==> src/hw/rtl/esb_pkg.sv <==
// Shared widths, request codes, register indexes and controller commands
// for the edge-spread supersample binner. No dependencies.
`timescale 1ns / 1ps

package esb_pkg;

  localparam int unsigned SLOPE_W   = 19;
  localparam int unsigned ROWS_W    = 11;
  localparam int unsigned COLS_W    = 9;
  localparam int unsigned COL_W     = 8;
  localparam int unsigned ROW_W     = 10;
  localparam int unsigned PIX_W     = 8;
  localparam int unsigned BIDX_W    = 10;
  localparam int unsigned REQ_W     = 2;
  localparam int unsigned CNT_W     = 19;
  localparam int unsigned SUM_W     = 18;
  localparam int unsigned MEAN_W    = 16;
  localparam int unsigned CFG_IDX_W = 2;
  localparam int unsigned DVD_W     = SUM_W + 9;

  localparam int unsigned COL_LSB  = 0;
  localparam int unsigned ROW_LSB  = COL_LSB + COL_W;
  localparam int unsigned PIX_LSB  = ROW_LSB + ROW_W;
  localparam int unsigned BIDX_LSB = PIX_LSB + PIX_W;
  localparam int unsigned IN_W     = ((BIDX_LSB + BIDX_W + 7) / 8) * 8;

  localparam int unsigned FACTOR_DEF = 4;
  localparam int unsigned BINS_DEF   = 2048;

  localparam logic [REQ_W-1:0] REQ_ADD   = 2'd0;
  localparam logic [REQ_W-1:0] REQ_FIN   = 2'd1;
  localparam logic [REQ_W-1:0] REQ_READ  = 2'd2;
  localparam logic [REQ_W-1:0] REQ_CLEAR = 2'd3;

  localparam logic [CFG_IDX_W-1:0] CFG_SLOPE = 2'd0;
  localparam logic [CFG_IDX_W-1:0] CFG_ROWS  = 2'd1;
  localparam logic [CFG_IDX_W-1:0] CFG_COLS  = 2'd2;

  typedef enum logic [3:0] {
    CMD_NOP,
    CMD_CLR_WR,
    CMD_LATCH,
    CMD_MUL,
    CMD_OFS,
    CMD_BIN,
    CMD_ADD_RD,
    CMD_ADD_WR,
    CMD_FL_LRD,
    CMD_FL_LCAP,
    CMD_FL_RD,
    CMD_FL_WR,
    CMD_RD_RD,
    CMD_RD_CHK,
    CMD_OUT_LOAD
  } cmd_e;

  typedef struct packed {
    logic [REQ_W-1:0] req;
    logic             clr_last;
    logic             fill_done;
    logic             rd_ok;
    logic             cnt_zero;
    logic             div_done;
    logic             out_busy;
  } status_t;

endpackage

==> src/hw/rtl/esb_ctrl.sv <==
// Controller state machine of the binner: sequences the clear pass, the
// projection steps and the add, fill and read operations. Depends on esb_pkg.
`timescale 1ns / 1ps

module esb_ctrl (
  input  logic             clk_i,
  input  logic             rst_ni,
  input  logic             s_axis_tvalid,
  output logic             s_axis_tready,
  input  esb_pkg::status_t status_i,
  output esb_pkg::cmd_e    cmd_o
);
  import esb_pkg::*;

  localparam logic [3:0] S_CLR     = 4'd0;
  localparam logic [3:0] S_IDLE    = 4'd1;
  localparam logic [3:0] S_MUL     = 4'd2;
  localparam logic [3:0] S_OFS     = 4'd3;
  localparam logic [3:0] S_BIN     = 4'd4;
  localparam logic [3:0] S_ADD_RD  = 4'd5;
  localparam logic [3:0] S_ADD_WR  = 4'd6;
  localparam logic [3:0] S_FL_LRD  = 4'd7;
  localparam logic [3:0] S_FL_LCAP = 4'd8;
  localparam logic [3:0] S_FL_RD   = 4'd9;
  localparam logic [3:0] S_FL_WR   = 4'd10;
  localparam logic [3:0] S_RD_RD   = 4'd11;
  localparam logic [3:0] S_RD_CHK  = 4'd12;
  localparam logic [3:0] S_RD_WAIT = 4'd13;
  localparam logic [3:0] S_RD_OUT  = 4'd14;

  logic [3:0] state_q;
  logic [3:0] state_d;

  always_ff @(posedge clk_i or negedge rst_ni) begin
    if (!rst_ni) begin
      state_q <= S_CLR;
    end else begin
      state_q <= state_d;
    end
  end

  always_comb begin
    state_d       = state_q;
    cmd_o         = CMD_NOP;
    s_axis_tready = 1'b0;
    case (state_q)
      S_CLR: begin
        cmd_o = CMD_CLR_WR;
        if (status_i.clr_last) begin
          state_d = S_IDLE;
        end
      end
      S_IDLE: begin
        s_axis_tready = 1'b1;
        if (s_axis_tvalid) begin
          cmd_o   = CMD_LATCH;
          state_d = S_MUL;
        end
      end
      S_MUL: begin
        cmd_o   = CMD_MUL;
        state_d = S_OFS;
      end
      S_OFS: begin
        cmd_o   = CMD_OFS;
        state_d = S_BIN;
      end
      S_BIN: begin
        cmd_o = CMD_BIN;
        case (status_i.req)
          REQ_ADD:   state_d = S_ADD_RD;
          REQ_FIN:   state_d = S_FL_LRD;
          REQ_READ:  state_d = S_RD_RD;
          REQ_CLEAR: state_d = S_CLR;
          default:   state_d = S_IDLE;
        endcase
      end
      S_ADD_RD: begin
        cmd_o   = CMD_ADD_RD;
        state_d = S_ADD_WR;
      end
      S_ADD_WR: begin
        cmd_o   = CMD_ADD_WR;
        state_d = S_IDLE;
      end
      S_FL_LRD: begin
        cmd_o   = CMD_FL_LRD;
        state_d = S_FL_LCAP;
      end
      S_FL_LCAP: begin
        cmd_o   = CMD_FL_LCAP;
        state_d = S_FL_RD;
      end
      S_FL_RD: begin
        if (status_i.fill_done) begin
          state_d = S_IDLE;
        end else begin
          cmd_o   = CMD_FL_RD;
          state_d = S_FL_WR;
        end
      end
      S_FL_WR: begin
        cmd_o   = CMD_FL_WR;
        state_d = S_FL_RD;
      end
      S_RD_RD: begin
        cmd_o   = CMD_RD_RD;
        state_d = S_RD_CHK;
      end
      S_RD_CHK: begin
        cmd_o = CMD_RD_CHK;
        if (status_i.rd_ok && !status_i.cnt_zero) begin
          state_d = S_RD_WAIT;
        end else begin
          state_d = S_RD_OUT;
        end
      end
      S_RD_WAIT: begin
        if (status_i.div_done) begin
          state_d = S_RD_OUT;
        end
      end
      S_RD_OUT: begin
        if (!status_i.out_busy) begin
          cmd_o   = CMD_OUT_LOAD;
          state_d = S_IDLE;
        end
      end
      default: begin
        state_d = S_IDLE;
      end
    endcase
  end

endmodule

==> config.mk <==
export PLATFORM = sky130hd
export DESIGN_NAME = esb_ctrl
export DESIGN_NICKNAME = d
export VERILOG_FILES = /design/src/hw/rtl/esb_pkg.sv /design/src/hw/rtl/esb_ctrl.sv
export SDC_FILE = /design/constraint.sdc
export NUM_CORES = 1
export LEC_CHECK = 0
export ABC_AREA = 1
export BUFFER_PORTS_ARGS = -buffer_cell sky130_fd_sc_hd__buf_2
export CORE_MARGIN = 4
export CORE_UTILIZATION = 39
export DETAILED_ROUTE_END_ITERATION = 10
export PLACE_DENSITY = 0.62
export SLEW_MARGIN = 20
export SYNTH_ARGS = -nofsm -noshare
export SYNTH_HDL_FRONTEND = slang
export SYNTH_SLANG_ARGS = --single-unit
==> constraint.sdc <==
create_clock -name clk_i -period 1.5 [get_ports clk_i]
set_input_delay 0.15 -clock clk_i [delete_from_list [all_inputs] [get_ports clk_i]]
set_output_delay 0.15 -clock clk_i [all_outputs]
set_load 0.005 [all_outputs]
==> impl_metrics.ini <==
[sta]
fin_crit_sh = 1.01
setup_total_negative_slack_ps = -17.4
grt_setup_unrepaired = yes
final_hold_viol_count = 0
timing.slew.headroom = 0.862
setup_viol = 2
finalWorstPathRequiredPeriod_ps = 1510
worst_clock_skew_ps = 4.37
layout_setup_ws_ps = -10.7
fmax_ghz = 0.662
slew_violations = 0
tightest_slew_ps = 207

[route]
drt-pass1-iter-count = 4
ant_nets = 0
via_per_inst = 5.03
drcViolationCount = 0
routedWlPerCell_um = 11.7
via_count = 729
drt-total-wl_mm = 1.70
detailedRoute.firstIterationViolations = 27

[critical_path]
endpoint_kind = output pin
critPathKind = reg -> out
worst_r2r_path_depth = 9
timing.critical_path.fanout_max = 7
reg2reg_from = state_q[0]
reg2reg_to = state_q[1]
timing.critical_path.required_ps = 1350
rrSetupSlack_ps = 90
worstSetupStartpoint = state_q[2]
crit_arrival_ps = 1360
worst_setup_path_start_kind = flop

[place]
routabilityCongestion = 0.894
io_buf_count = 15
hpwlAfterDp_mm = 1.24
placedCellCount = 133

[die]
floorplan.io_pins = 16
core-area_sq_um = 1350
floorplan.initialDensity = 0.428
die-width_um = 46.5
die_y_um = 46.5
core.rowCount = 13
design.die.area_sq_um = 2160

[min_path]
hold_path_depth = 3
timing.hold.worst.start = status_i[0]
timing.hold.worst_endpoint = state_q[1]
worst_hold_path_type = in -> reg

[clocking]
cts_tree = done
cts-buffers-inserted = 3
h-tree-depth = 1
clockRootBuffer = sky130_fd_sc_hd__clkbuf_4
clkSlewWorstSetupHoldPaths_ps = 40
clock_sink_count = 4
cts_max_path_buffers = 2
clk_latency_ps = 240

[power_and_ir_drop]
total_leakage_power_nw = 0.494
power.total_mw = 1.54
vdd_ir_drop_max_uv = 873
powerDensity_nw_per_um2 = 1810

[finish]
final_nets = 147
final_util = 0.630
drive_gt1_frac = 0.469
reg_top3 = state_q: 4 flops
biggest_register = state_q
fillerInstances = 121
area_delta_synth_final_pct = 47.2
max_ffs_per_register = 4
finalNonFillerCells = 145
n_antenna_cell = 0

[global_routing]
largest_net_degree_at_the_start_of_global_routing = 8
gr-usage-all-layers = 0.164
globalRoute.totalOverflow = 0
grt_pass1_vias = 598
grt_pass1_wl_mm = 2.46
grt_antenna_before_repair = 0

[yosys]
synth_cells = 101
ys_types = 20
syn-num-nets = 116
synth_warnings = 0
synth-seq-area-share = 0.173
syn_area_sq_um = 578
post_synth.cell_area_avg_sq_um = 5.72
synth.ff_latch_count = 4

[outcome]
failed_checks = setup timing
status = complete, but fails checks

[run]
max-cap-violations = 0
-- synthesized netlist by cell type --
cell type / number / area share
sky130_fd_sc_hd__nand2_4: 1 / 0.019
sky130_fd_sc_hd__dfrtp_1: 4 / 0.17
sky130_fd_sc_hd__nand3b_1: 2 / 0.026
sky130_fd_sc_hd__buf_6: 1 / 0.019
sky130_fd_sc_hd__a21oi_1: 1 / 0.0086
sky130_fd_sc_hd__o21ai_2: 1 / 0.015
sky130_fd_sc_hd__nor2_1: 14 / 0.091
sky130_fd_sc_hd__nor2_2: 3 / 0.032
sky130_fd_sc_hd__nor2_4: 1 / 0.019
sky130_fd_sc_hd__nand2_2: 3 / 0.032
sky130_fd_sc_hd__nand2_1: 33 / 0.21
sky130_fd_sc_hd__inv_2: 2 / 0.013
sky130_fd_sc_hd__nand3_1: 7 / 0.061
sky130_fd_sc_hd__clkinv_2: 1 / 0.0086
sky130_fd_sc_hd__o21ai_0: 5 / 0.043
sky130_fd_sc_hd__inv_1: 13 / 0.084
sky130_fd_sc_hd__ha_1: 4 / 0.087
sky130_fd_sc_hd__nand4_1: 2 / 0.022
sky130_fd_sc_hd__o21ai_1: 2 / 0.017
sky130_fd_sc_hd__o211ai_1: 1 / 0.013
-- power breakdown --
| group | total [mW] | switching (mW) | internal [mW] |
|---|---|---|---|
| registers | 0.274 | 0.106 | 0.168 |
| clock network | 0.138 | 0.0487 | 0.0898 |
| logic | 1.13 | 0.635 | 0.493 |
-- critical path, cell delays in order, from the launching register on --
cell and delay (ps):
sky130_fd_sc_hd__dfrtp_2 480, sky130_fd_sc_hd__nand2_4 130, sky130_fd_sc_hd__nor2_4 50, sky130_fd_sc_hd__nand2_2 70, sky130_fd_sc_hd__o21ai_2 60, sky130_fd_sc_hd__nor2_2 130
sky130_fd_sc_hd__nand3b_1 80, sky130_fd_sc_hd__buf_2 130
-- kinds of logic (layout without fill, tap and decap cells) --
kind of cell / count (synthesis) / count (layout) / synth area share
adder cells (fa/ha/maj): 4 / 4 / 0.0866
AO/OA/AOI/OAI: 10 / 10 / 0.0974
flip-flops: 4 / 4 / 0.173
AND/OR/NAND/NOR: 66 / 66 / 0.517
buffers and inverters: 17 / 46 / 0.126
-- cells in the final DEF, fill, tap and decap left out --
cell	n
sky130_fd_sc_hd__clkinv_2	1
sky130_fd_sc_hd__nand4_1	2
sky130_fd_sc_hd__o21ai_0	4
sky130_fd_sc_hd__nand3_4	1
sky130_fd_sc_hd__a21oi_1	1
sky130_fd_sc_hd__o21ai_1	2
sky130_fd_sc_hd__dfrtp_2	4
sky130_fd_sc_hd__ha_1	4
sky130_fd_sc_hd__nand3_1	5
sky130_fd_sc_hd__dlygate4sd3_1	1
sky130_fd_sc_hd__nand2_4	2
sky130_fd_sc_hd__clkbuf_4	3
sky130_fd_sc_hd__inv_1	11
sky130_fd_sc_hd__nand3b_1	2
sky130_fd_sc_hd__nor2_2	7
sky130_fd_sc_hd__inv_2	3
sky130_fd_sc_hd__nand3_2	1
sky130_fd_sc_hd__nor2_4	3
sky130_fd_sc_hd__nor2_1	8
sky130_fd_sc_hd__nand2_2	7
sky130_fd_sc_hd__inv_4	1
sky130_fd_sc_hd__nand2_1	28
sky130_fd_sc_hd__buf_6	1
sky130_fd_sc_hd__buf_4	10
sky130_fd_sc_hd__o211ai_1	1
sky130_fd_sc_hd__o21ai_2	2
sky130_fd_sc_hd__buf_2	15
-- worst max-delay path by stage --
stage          slack (ps)        to
2_1_floorplan         310  cmd_o[2]
3_3_place_gp          160  cmd_o[2]
3_5_place_dp          110  cmd_o[2]
4_1_cts               -10  cmd_o[1]
5_1_grt               -70  cmd_o[2]
6_report              -10  cmd_o[2]
-- cell type report --
type	count	area (sq um)	area share
clock buffers	3	22.5	0.0265
flip-flops and latches	4	105	0.124
inverters	16	63.8	0.0750
multi-input cells	80	469	0.551
well taps	15	18.8	0.0221
repair buffers	27	171	0.201
-- layer usage --
metal  up-vias  track usage  wire [um]
met2        28        0.253        859
met4         0       0.0511          0
met5         -            0          0
met1       326        0.214        706
met3         0       0.0547        132
li1        375            -          -
-- through the flow --
step	setup WS, ps	area, sq um	hold slack (ps)
3_3_place_gp	163	683	-41.1
5_1_grt	-73.9	851	170
6_report	-10.7	851	174
4_1_cts	-10.4	749	156
3_5_place_dp	112	683	-41.7
2_1_floorplan	311	578	-146
-- what timing repair did --
item	in CTS	in global routing
resized for setup	5	22
setup endpoints to repair	3	4
pin swaps	0	10
hold buffers	1	0
endpoints found under the hold margin	4	0
buffers inserted	3	5
(Power assumes the default switching activity.)
